File: config.mk
export PLATFORM = sky130hd
export DESIGN_NAME = bpa_ram
export DESIGN_NICKNAME = d
export VERILOG_FILES = /design/src/hdl/bpa_ram.sv
export SDC_FILE = /design/constraint.sdc
export NUM_CORES = 2
export LEC_CHECK = 0
export BUFFER_PORTS_ARGS = -buffer_cell sky130_fd_sc_hd__buf_2
export CAP_MARGIN = 20
export CELL_PAD_IN_SITES_DETAIL_PLACEMENT = 2
export CELL_PAD_IN_SITES_GLOBAL_PLACEMENT = 2
export CORE_MARGIN = 1.5
export CORE_UTILIZATION = 45
export CTS_CLUSTER_SIZE = 10
export DETAILED_ROUTE_END_ITERATION = 8
export PLACE_DENSITY_LB_ADDON = 0.1
export SYNTH_ARGS = -nofsm -noshare
export SYNTH_HDL_FRONTEND = slang
export SYNTH_SLANG_ARGS = --single-unit
File: constraint.sdc
create_clock -name aclk -period 2.5 [get_ports aclk]
set_input_delay 0.5 -clock aclk [delete_from_list [all_inputs] [get_ports aclk]]
set_output_delay 0.5 -clock aclk [all_outputs]
set_load 0.05 [all_outputs]
File: src/hdl/bpa_ram.sv
// ----------------------------------------------------------------------------
// bpa_ram
// Generic single-write, single-read RAM with registered read data.
// ----------------------------------------------------------------------------
module bpa_ram #(
    parameter int WIDTH  = 8,
    parameter int DEPTH  = 512,
    parameter int ADDR_W = (DEPTH > 1) ? $clog2(DEPTH) : 1
) (
    input  logic              aclk,
    input  logic              we,
    input  logic [ADDR_W-1:0] waddr,
    input  logic [WIDTH-1:0]  wdata,
    input  logic [ADDR_W-1:0] raddr,
    output logic [WIDTH-1:0]  rdata
);

    logic [WIDTH-1:0] mem [DEPTH];
    logic [WIDTH-1:0] rdata_reg;

    always_ff @(posedge aclk) begin
        if (we) begin
            mem[waddr] <= wdata;
        end
        rdata_reg <= mem[raddr];
    end

    assign rdata = rdata_reg;

endmodule

---- After elaboration in Yosys (flattened, before gate mapping) ----
Memories as Yosys holds them, arrays and structs flattened. A register that Yosys moved wholly into a read port is not among the register bits.
Cells that the tools add are included.
word-level totals
  register bits ........................... 0
  latch bits .............................. 0
  RAM bits ................................ 4096
  memory bits (read-only) ................. 0
  output and inout bits ................... 8
  memories ................................ 1
memory list
  memory  words  width  read ports  clocked after Yosys merged registers in  wr ports  RTL line  source
  mem     512    8      1           1                                        1         18        logic [WIDTH-1:0] mem [DEPTH];
operators by class
  add/subtract/negate cells ............... 0
  multiply operators ...................... 0
  divide/modulo/power cells ............... 0
  magnitude comparators ................... 0
  equality and inequality tests ........... 0
  shifts and indexed selects .............. 0
  mux-type cells .......................... 2
  bitwise logic cells ..................... 0
  reduce and logical (&&, ||, !) cells .... 0
operators by type and width
  operator  number
  $mux W1   2

---- Longest topological paths before layout ----
  word-level depth ........................ 2
  mapped depth ............................ 12
  depth with buffers taken out ............ 7

---- Worst setup path after synthesis ----
OpenSTA, ideal clock, no wires.
  kind .................................... input to register
  from .................................... input port raddr[0]
  to ...................................... register rdata_reg[0], in the netlist rdata[0], read port of mem
  setup time .............................. 118 ps
  arrival ................................. 2354 ps
  data required time ...................... 2382 ps
  setup slack ............................. 28 ps
  cell stages on the path ................. 10
  path through ............................ buf_4 > buf_12 > buf_12 > buf_2 > mux4_2 > o21ai_0 > nand3_1 > nand4_1 > o21ai_0 > o2111a_1
RTL lines
  element      RTL line  source
  from (decl)  14        input logic [ADDR_W-1:0] raddr,
  to (decl)    19        logic [WIDTH-1:0] rdata_reg;

==> results.yml <==
setup_path:
  critical_path_peak_fanout: 24
  path_class: "in2reg"
  ff2ff_path_depth: 9
  r2r_end: "rdata[2]"
  r2r_slack_ps: -20
  cp.required_ps: 3430
  critPathCaptureType: "register"
  crit_path_start_kind: "input port"
  r2r-start: "mem[227][2]"
  arrival_ps: 3550
global_routing:
  grt_use_total_pct: 30.6
  gr-total-overflow: 0
  first_global_vias: 98779
  grt_pass1_wl_mm: 775
  grt_max_degree: 123
  antenna_found_initial: 34
drt:
  vias: 90651
  totalWireLength_mm: 554
  first_iter_violations: 9623
  wl_per_cell_um: 38.0
  drc_errors: 0
  detail-route-antenna-nets: 0
  dr.pass1.iters: 5
  vias_per_cell: 6.21
pwr:
  power_mw: 145
  ir_worst_vdd_v: 0.000601
  power.density_mw_per_mm2: 754
  leakagePower_nw: 64.5
clock_network:
  cts_max_path_buffers: 4
  cts_tree: "done"
  cts_root_buffer: "clkbuf_16"
  clock_sinks: 4104
  clkLatencyLatePin_ps: 1000
  htreeDepth: 5
  path_clk_slew_ps: 50
  cts_buffers: 459
layout:
  areaGrowthSynthToFinish_pct: 20.6
  largest_reg_flops: 4096
  multi_input_comb_area_mm2: 0.0349
  num-nets-final: 9742
  drive_gt1_share_pct: 30.8
  regArea_mm2: 0.123
  finish.utilization_pct: 54.6
  final.fill_count: 29786
timing:
  rsz0062_at_grt: "true"
  drv_slew: 0
  hold_ws_ps: 53.1
  setup_slack_ps: -122
  fmax_mhz: 381
  setup_viol: 7
  slew_headroom_pct: 34.5
  finalHoldViolCount: 0
  layout_min_cycle_time_ps: 2620
  skew_ps: 48.8
  post-route-period-util_pct: 105
  max_slew.worst_pin.slew_ps: 979
yosys:
  syn-cell-area_mm2: 0.160
  ys_warn_count: 0
  synth_area_per_cell_um2: 19.9
  synth_flop_cell: "edfxtp_1"
  yosysUniqueCellTypes: 51
  synth_edf_count: 4096
  synthArstFlopShare_pct: 0
  synth_seq_area_share_pct: 77.0
  syn-num-nets: 8058
  syn_inst: 8030
  synth-seq-cells: 4104
floorplan:
  start_util_pct: 45.3
  die_h_um: 599
  num_rows: 218
  dieArea_mm2: 0.359
  io_pins: 36
  core_area_mm2: 0.353
  die_w_um: 599
placed_design:
  routabilityCongestion: 0.882
  dp.final_hpwl_mm: 365
  portBuffers: 35
min_path:
  hold_start: "wdata[0]"
  hp-class: "in2reg"
  min_to: "mem[441][0]"
  min_path_cells: 1
outcome:
  violations: "setup timing"
  status: "finished, violations left"
run:
  drv_cap: 0
## metrics by stage
stage	setup WS [ps]	instance area (um2)	TNS, ps	cells
4_1_cts	-77.5	192000	-77.5	14579
6_report	-122	193000	-481	14596
5_1_grt	-81.3	193000	-246	14594
2_1_floorplan	28.2	160000	0	8030
3_3_place_gp	-2280	179000	-11060	13965
3_5_place_dp	-1820	179000	-12860	13968
## routing by layer
layer | global-route usage [%] | part of all wire (%) | up-vias
met1 | 40.2 | 39 | 49202
met5 | 0 | 0.014 | -
li1 | - | - | 36628
met4 | 11.8 | 4.1 | 14
met3 | 4.61 | 6.6 | 971
met2 | 51.7 | 50 | 3836
## worst max path at each step
| stage | start | to | depth (start not counted) |
|---|---|---|---|
| floorplan | raddr[0] | rdata[0] | 10 |
| global placement | raddr[0] | rdata[7] | 13 |
| CTS | mem[168][7] | rdata[7] | 10 |
| finish | raddr[0] | rdata[0] | 12 |
| detailed placement | raddr[1] | rdata[7] | 13 |
| global route | raddr[0] | rdata[0] | 12 |
## power breakdown
part	internal, mW	total (mW)	switching, mW	leakage (nW)
combinational	3.40	9.26	5.86	21.5
clock	33.5	60.3	26.8	6.10
sequential	75.8	75.9	0.121	36.9
total	113	145	32.8	64.5
## placed cells by master (no fill, tap or decap), drive strengths merged, types with 6 or more instances in the layout
master / n
a211oi: 17
nand3: 36
nor3b: 8
dlygate4sd3: 6
clkbuf: 569
buf: 1725
nand2: 111
o31ai: 13
a22oi: 61
nand4: 32
nor2b: 6
edfxtp: 4096
inv: 8
o41ai: 7
a21oi: 194
o311ai: 6
or3: 6
dfxtp: 8
diode: 10
o2111a: 8
nor3: 109
and2: 20
o221ai: 372
clkinv: 34
mux4: 654
o22ai: 163
mux2i: 797
o21ai: 119
nor4: 36
nor2: 597
## cell families after synthesis
group,Yosys count,synth area share (%)
and+or+nand+nor,980,2.63
buffers and inverters,516,1.85
DFF,4104,77.0
muxes,1451,14.2
AOI/OAI and AO/OA,979,4.31
## synthesized netlist by cell type, drive strengths merged, types with 7 or more instances
master / count / area, um2
edfxtp: 4096 / 123000
nor3b: 8 / 60.1
nand3: 36 / 180
nor2: 597 / 2240
mux2i: 797 / 7980
dfxtp: 8 / 160
clkbuf: 265 / 995
mux4: 654 / 14700
o221ai: 372 / 3260
nand2: 111 / 417
o21ai: 119 / 596
o2111a: 8 / 90.1
a211oi: 17 / 128
nand4: 32 / 200
and2: 20 / 125
buf: 248 / 1950
nor4: 36 / 225
o31ai: 13 / 97.6
a22oi: 61 / 458
o41ai: 7 / 61.3
o22ai: 163 / 1020
a21oi: 194 / 971
nor3: 109 / 546
## worst max-delay path, cell delays in order
cell and delay [ps]:
buf_12 190, buf_16 240, buf_16 240, buf_4 230, mux2i_1 120, o221ai_1 320, o22ai_1 180, a22oi_1 260
nand4_1 430, buf_12 280, nand2_1 180, o2111a_1 250
## what timing repair did
| action | in CTS | in global routing |
|---|---|---|
| gates cloned | 0 | 4 |
| setup endpoints to repair | 11 | 8 |
| gates resized for setup | 89 | 104 |
| hold buffers | 6 | 0 |
| setup buffers | 2 | 5 |
| hold endpoints to repair | 120 | 0 |
| pin swaps | 24 | 38 |
## layout make-up
type	count	share of cell area, %
Tap cell	4730	3.07
Clock inverter	39	0.219
Clock buffer	564	6.29
Antenna cell	10	0.0130
Inverter	3	0.0104
Multi-Input combinational cell	3410	18.1
Sequential cell	4104	63.9
Timing Repair Buffer	1736	8.46
Power figures use the tool's default switching activity.
