**config.mk**
```make
export PLATFORM = sky130hd
export DESIGN_NAME = bpa_scan
export DESIGN_NICKNAME = d
export VERILOG_FILES = /design/src/hdl/bpa_pkg.sv /design/src/hdl/bpa_scan.sv
export SDC_FILE = /design/constraint.sdc
export NUM_CORES = 1
export LEC_CHECK = 0
export BUFFER_PORTS_ARGS = -buffer_cell sky130_fd_sc_hd__buf_4
export CAP_MARGIN = 20
export CORE_ASPECT_RATIO = 0.9
export CORE_MARGIN = 3
export CORE_UTILIZATION = 49
export DETAILED_ROUTE_END_ITERATION = 10
export PLACE_DENSITY = 0.95
export SLEW_MARGIN = 0
export SYNTH_ARGS = -nofsm -noshare
export SYNTH_HDL_FRONTEND = slang
export SYNTH_SLANG_ARGS = --single-unit
```
**constraint.sdc**
```tcl
create_clock -name vclk -period 5.7
set_input_delay 0.855 -clock vclk [all_inputs]
set_output_delay 0.855 -clock vclk [all_outputs]
set_load 0.01 [all_outputs]
```
**src/hdl/bpa_pkg.sv**
```systemverilog
// ----------------------------------------------------------------------------
// bpa_pkg
// Types, codes and constants shared by the bitmap page allocator modules.
// ----------------------------------------------------------------------------
package bpa_pkg;

    localparam int REG_W = 13;   // configuration register width
    localparam int IDX_W = 12;   // block index width on the streams

    localparam logic [REG_W-1:0] TOTAL_BLOCKS_RST    = 13'd4096;
    localparam logic [REG_W-1:0] RESERVED_BLOCKS_RST = 13'd1;

    // first block of a map byte sits in its MSB
    localparam logic [7:0] BIT0_MASK = 8'b10000000;

    typedef enum logic {
        OP_ALLOC = 1'b0,
        OP_FREE  = 1'b1
    } op_t;

    typedef enum logic [1:0] {
        ST_OK            = 2'd0,
        ST_NOT_ALLOCATED = 2'd1,
        ST_OUT_OF_RANGE  = 2'd2,
        ST_OUT_OF_MEMORY = 2'd3
    } status_t;

    typedef enum logic {
        CFG_TOTAL_BLOCKS    = 1'b0,
        CFG_RESERVED_BLOCKS = 1'b1
    } cfg_idx_t;

    typedef enum logic [2:0] {
        S_CLEAR,
        S_IDLE,
        S_ALLOC_RD,
        S_ALLOC_EVAL,
        S_FREE_RD,
        S_FREE_EVAL,
        S_DONE
    } state_t;

    // result of one byte scan
    typedef struct packed {
        logic             hit;       // free block below the limit found
        logic             oom;       // limit reached, nothing left
        logic [REG_W-1:0] blk;       // granted block on hit
        logic [REG_W-1:0] next_cur;  // cursor after this byte
        logic [7:0]       set_data;  // byte with the granted bit marked
    } scan_res_t;

    function automatic logic [7:0] bit_mask(input logic [2:0] off);
        return BIT0_MASK >> off;
    endfunction

endpackage

```
**src/hdl/bpa_scan.sv**
```systemverilog
// ----------------------------------------------------------------------------
// bpa_scan
// Byte scanner: finds the first clear bit at or after the cursor inside one
// map byte and checks it, or the next byte start, against the limit.
// ----------------------------------------------------------------------------
module bpa_scan (
    input  logic [7:0]                rd_data,
    input  logic [bpa_pkg::REG_W-1:0] cursor,
    input  logic [bpa_pkg::REG_W-1:0] lim,
    output bpa_pkg::scan_res_t        res
);

    logic [7:0]                  free_vec;
    logic                        found;
    logic [2:0]                  k_sel;
    logic [bpa_pkg::REG_W-1:0]   cand;
    logic [bpa_pkg::REG_W:0]     next_wide;
    logic                        hit;

    always_comb begin
        for (int k = 0; k < 8; k++) begin
            free_vec[k] = !rd_data[3'(7 - k)] && (3'(k) >= cursor[2:0]);
        end
        found = 1'b0;
        k_sel = 3'd0;
        for (int k = 7; k >= 0; k--) begin
            if (free_vec[k]) begin
                found = 1'b1;
                k_sel = 3'(k);
            end
        end
    end

    assign cand      = {cursor[bpa_pkg::REG_W-1:3], k_sel};
    assign next_wide = {1'b0, cursor[bpa_pkg::REG_W-1:3], 3'b000} + (bpa_pkg::REG_W+1)'(8);
    assign hit       = found && (cand < lim);

    always_comb begin
        res.hit      = hit;
        // a free bit past the limit, or a next byte at or past it, ends the scan
        res.oom      = !hit && (found || (next_wide >= {1'b0, lim}));
        res.blk      = cand;
        res.next_cur = res.oom ? lim : next_wide[bpa_pkg::REG_W-1:0];
        res.set_data = rd_data | bpa_pkg::bit_mask(k_sel);
    end

endmodule

```
**Yosys cells after proc, flatten, opt, wreduce, memory -nomap -nowiden**

Cells that the tools add are included.

- Add/sub/neg operators: 1
- Order comparisons: 6
- Shifts and indexed selects: 1
- Muxes and demuxes: 9
- Bitwise operators: 1
- Reductions and logical operators: 12

Operators with widths:

| kind | count |
|---|---|
| adder 13 x 4 -> 14 bit (second input constant) | 1 |
| greater-or-equal comparator 14 x 13 -> 1 bit | 1 |
| < comparator 13 bit | 1 |
| two-way mux 13 bit | 1 |
| greater-or-equal comparator 3 bit (first input constant) | 4 |
| two-way mux 3 bit | 4 |
| bitwise OR 8 bit | 1 |
| >> shifter 8 x 3 -> 8 bit (first input constant) | 1 |
| logical AND 1 bit | 6 |
| zero test 1 bit | 5 |
| two-way mux 1 bit | 4 |
| logical OR 1 bit | 1 |

- Bits in registers: 0
- Input bits: 34
- Output and inout port bits: 36
- Logic and storage cells: 30

**Longest topological paths before layout**

- Depth in word-level cells: 11
- Depth in mapped cells: 12
- Mapped depth without buffers: 11

**Worst setup path before layout**

Ideal clock, no wire load.

- Path kind: input -> output
- Start point: input port cursor[3] (netlist bit)
- End point: output port res[15] (netlist bit)
- Arrival: 3.006 ns
- Required time: 4.845 ns
- Slack: 1.839 ns
- Cell stages on the path: 11
- Buffers on the path: 1
- Path through: ha_1 > nand3_1 > xnor2_1 > ha_1 > a211o_1 > o211ai_1 > a21oi_1 > o32a_1 > o21ai_2 > buf_8 > mux2_4

RTL lines:

| item | line | RTL |
|---|---|---|
| start, declared | bpa_scan.sv:8 | `input logic [bpa_pkg::REG_W-1:0] cursor,` |
| end, declared | bpa_scan.sv:10 | `output bpa_pkg::scan_res_t res` |

==> qor.yml <==
critical_path.max_fanout: 14
grt.overflow.total: 0
postRouteWirelength_um: 3490
library_cell_with_the_largest_summed_area_after_synthesis: "sky130_fd_sc_hd__ha_1"
min-delay-path-class: "input pin to output pin"
postSynthNetCount: 199
ys_types: 37
detailedPlace.worstSlack_ps: 1260
sequential_cell_total: 0
start_kind: "input pin"
switchingPower_uw: 79.3
die_x_um: 55.2
cts.repair_timing.setup_buffer_count: 0
timing_max_transition_violations_final: 0
detail_route.drc_violations: 0
io_buffer_count: 64
timing.setup.tns_ps: 0
dp.cells: 216
ys_top_cells_by_area: "sky130_fd_sc_hd__ha_1 26%, sky130_fd_sc_hd__buf_4 7.7%, sky130_fd_sc_hd__mux2_4 7.0%"
io_pins: 70
status: "finished clean"
power_density_nw_per_um2: 111
antenna_diode_count: 0
seqPwrFrac_pct: 0
criticalPathCategory: "input pin to output pin"
internal_power_uw: 83.5
synth.cell_area_sq_um: 1070
min_period_over_period_pct: 78.9
synth_top_area_share_pct: 25.8
start_util_pct: 53.6
drtPass1Iterations: 7
endpoint_kind: "output pin"
comb_power_share_pct: 100.0
setup_slack_ps: 1200
total_area_of_sequential_cells_sq_um: 0
cap_viol_max_count: 0
placedInstanceArea_sq_um: 1460
synth_warnings: 0
floorplan.die.height_um: 50.3
postSynthAreaPerCell_sq_um: 7.45
drtAntennaViolNets: 0
vias: 1280
max_freq_mhz: 222
worst-endpoint-required_ps: 4850
report.power.total_uw: 163
tightest_slew_ps: 811
sequential_cell_area_fraction_in_the_yosys_report_pct: 0
vdd_drop_max_uv: 63.0
place_congestion: 0.894
clkbuf_count: 0
stdcell_count: 216
power.clock.fraction_pct: 0
critical_path_arrival_ps: 3640
timing.hold.ws_ps: 1710
post_route_cells_drive_above_1_share_pct: 39.8
swShare_pct: 48.7
grt_setup_unrepaired: "no"
syn_inst: 143
antenna_found_initial: 0
period_needed_ps: 4500
hold_viol_final: 0
cts_hold_buffers: 0
area_growth_from_synthesis_to_final_layout_pct: 37.3
grt_first_pass_wirelength_um: 5550
grtUsageTotal_pct: 25.6
pin_count_of_the_biggest_net_entering_global_routing: 15
drt_iter0_drc: 24
core_sq_um: 1990
setup-violations-final: 0
nNetsFinal: 249
finalCoreUtilization_pct: 73.6
row_count: 15
p_leak_nw: 0.806
routed_wl_per_cell_um: 16.2
hpwl_um: 3010
maxSlewHeadroom_pct: 45.9
cts_repair_resize_count: 0
die_area_sq_um: 2770
grt_pass1_vias: 1272
vias_per_cell: 5.93
final_instance_area_sq_um: 1460
## power by group through the flow
| stage | logic [mW] | registers, mW | clock network [mW] |
|---|---|---|---|
| 2_1_floorplan | 0.0952 | 0 | 0 |
| 3_3_place_gp | 0.154 | 0 | 0 |
| 3_5_place_dp | 0.162 | 0 | 0 |
| 4_1_cts | 0.162 | 0 | 0 |
| 5_1_grt | 0.177 | 0 | 0 |
| 6_report | 0.163 | 0 | 0 |
## layer usage
metal / vias up / GRT usage [%] / wire, um
met3: 9 / 2.08 / 220
met2: 73 / 47.4 / 1850
met5: - / 0 / 0
li1: 607 / - / -
met1: 591 / 30.5 / 1380
met4: 0 / 6.07 / 45
## worst paths after layout
check | from | end | slack, ps | depth (start not counted)
setup / recovery | cursor[3] | res[14] | 1200 | 12
hold / removal | rd_data[4] | res[4] | 1710 | 0
## layout make-up
cell class / instances / area (sq um)
Timing Repair Buffer: 64 / 480
Tap cell: 25 / 31.3
Inverter: 19 / 71.3
Fill cell: 145 / 526
Multi-Input combinational cell: 108 / 881
## cell usage after synthesis
master,n
sky130_fd_sc_hd__ha_1,22
sky130_fd_sc_hd__inv_1,19
sky130_fd_sc_hd__buf_4,11
sky130_fd_sc_hd__nand3_1,9
sky130_fd_sc_hd__nor2_1,9
sky130_fd_sc_hd__a21oi_1,7
sky130_fd_sc_hd__mux2_4,5
sky130_fd_sc_hd__nand2_1,5
sky130_fd_sc_hd__nand4_1,5
sky130_fd_sc_hd__xor2_1,5
sky130_fd_sc_hd__mux2_2,4
sky130_fd_sc_hd__clkbuf_1,3
sky130_fd_sc_hd__nor3_1,3
sky130_fd_sc_hd__o211ai_1,3
sky130_fd_sc_hd__o21ai_0,3
sky130_fd_sc_hd__xnor2_1,3
sky130_fd_sc_hd__a2111oi_0,2
sky130_fd_sc_hd__a211oi_1,2
sky130_fd_sc_hd__a21o_1,2
sky130_fd_sc_hd__a31oi_1,2
sky130_fd_sc_hd__o2111ai_1,2
sky130_fd_sc_hd__o21a_1,2
sky130_fd_sc_hd__a211o_1,1
sky130_fd_sc_hd__a21o_2,1
sky130_fd_sc_hd__a22oi_1,1
sky130_fd_sc_hd__a2bb2oi_1,1
sky130_fd_sc_hd__a31o_1,1
sky130_fd_sc_hd__and3_1,1
sky130_fd_sc_hd__buf_2,1
sky130_fd_sc_hd__buf_8,1
sky130_fd_sc_hd__mux2i_1,1
sky130_fd_sc_hd__nor4b_1,1
sky130_fd_sc_hd__o21ai_2,1
sky130_fd_sc_hd__o32a_1,1
sky130_fd_sc_hd__or2_2,1
sky130_fd_sc_hd__or2b_1,1
sky130_fd_sc_hd__or3_1,1
## cell families after synthesis
logic type               count (synthesis)  synth area share (%)
XOR/XNOR                                 8                  6.57
AND/OR/NAND/NOR                         36                  16.8
multiplexers                            10                  12.2
adder cells (fa/ha/maj)                 22                  25.8
buffers and inverters                   35                  17.4
AO/OA/AOI/OAI                           32                  21.2
## cells in the final DEF, fill, tap and decap left out, types with 3 or more instances in the layout
| master | instances |
|---|---|
| sky130_fd_sc_hd__buf_4 | 64 |
| sky130_fd_sc_hd__nand4_1 | 5 |
| sky130_fd_sc_hd__o21ai_0 | 3 |
| sky130_fd_sc_hd__xnor2_1 | 3 |
| sky130_fd_sc_hd__nor3_1 | 3 |
| sky130_fd_sc_hd__nand2_1 | 5 |
| sky130_fd_sc_hd__nor2_1 | 9 |
| sky130_fd_sc_hd__xor2_1 | 5 |
| sky130_fd_sc_hd__ha_1 | 22 |
| sky130_fd_sc_hd__inv_1 | 19 |
| sky130_fd_sc_hd__mux2_2 | 4 |
| sky130_fd_sc_hd__mux2_4 | 5 |
| sky130_fd_sc_hd__a21oi_1 | 7 |
| sky130_fd_sc_hd__o211ai_1 | 3 |
| sky130_fd_sc_hd__nand3_1 | 9 |
## critical path: stages
cell and delay [ps]:
sky130_fd_sc_hd__buf_4 110, sky130_fd_sc_hd__ha_1 270, sky130_fd_sc_hd__nand3_1 140, sky130_fd_sc_hd__xnor2_1 230
sky130_fd_sc_hd__ha_1 300, sky130_fd_sc_hd__a211o_1 310, sky130_fd_sc_hd__o211ai_1 100, sky130_fd_sc_hd__a21oi_1 90
sky130_fd_sc_hd__o32a_1 360, sky130_fd_sc_hd__o21ai_2 320, sky130_fd_sc_hd__mux2_2 410, sky130_fd_sc_hd__buf_4 140
No activity file was read; power rests on OpenSTA's default activity.
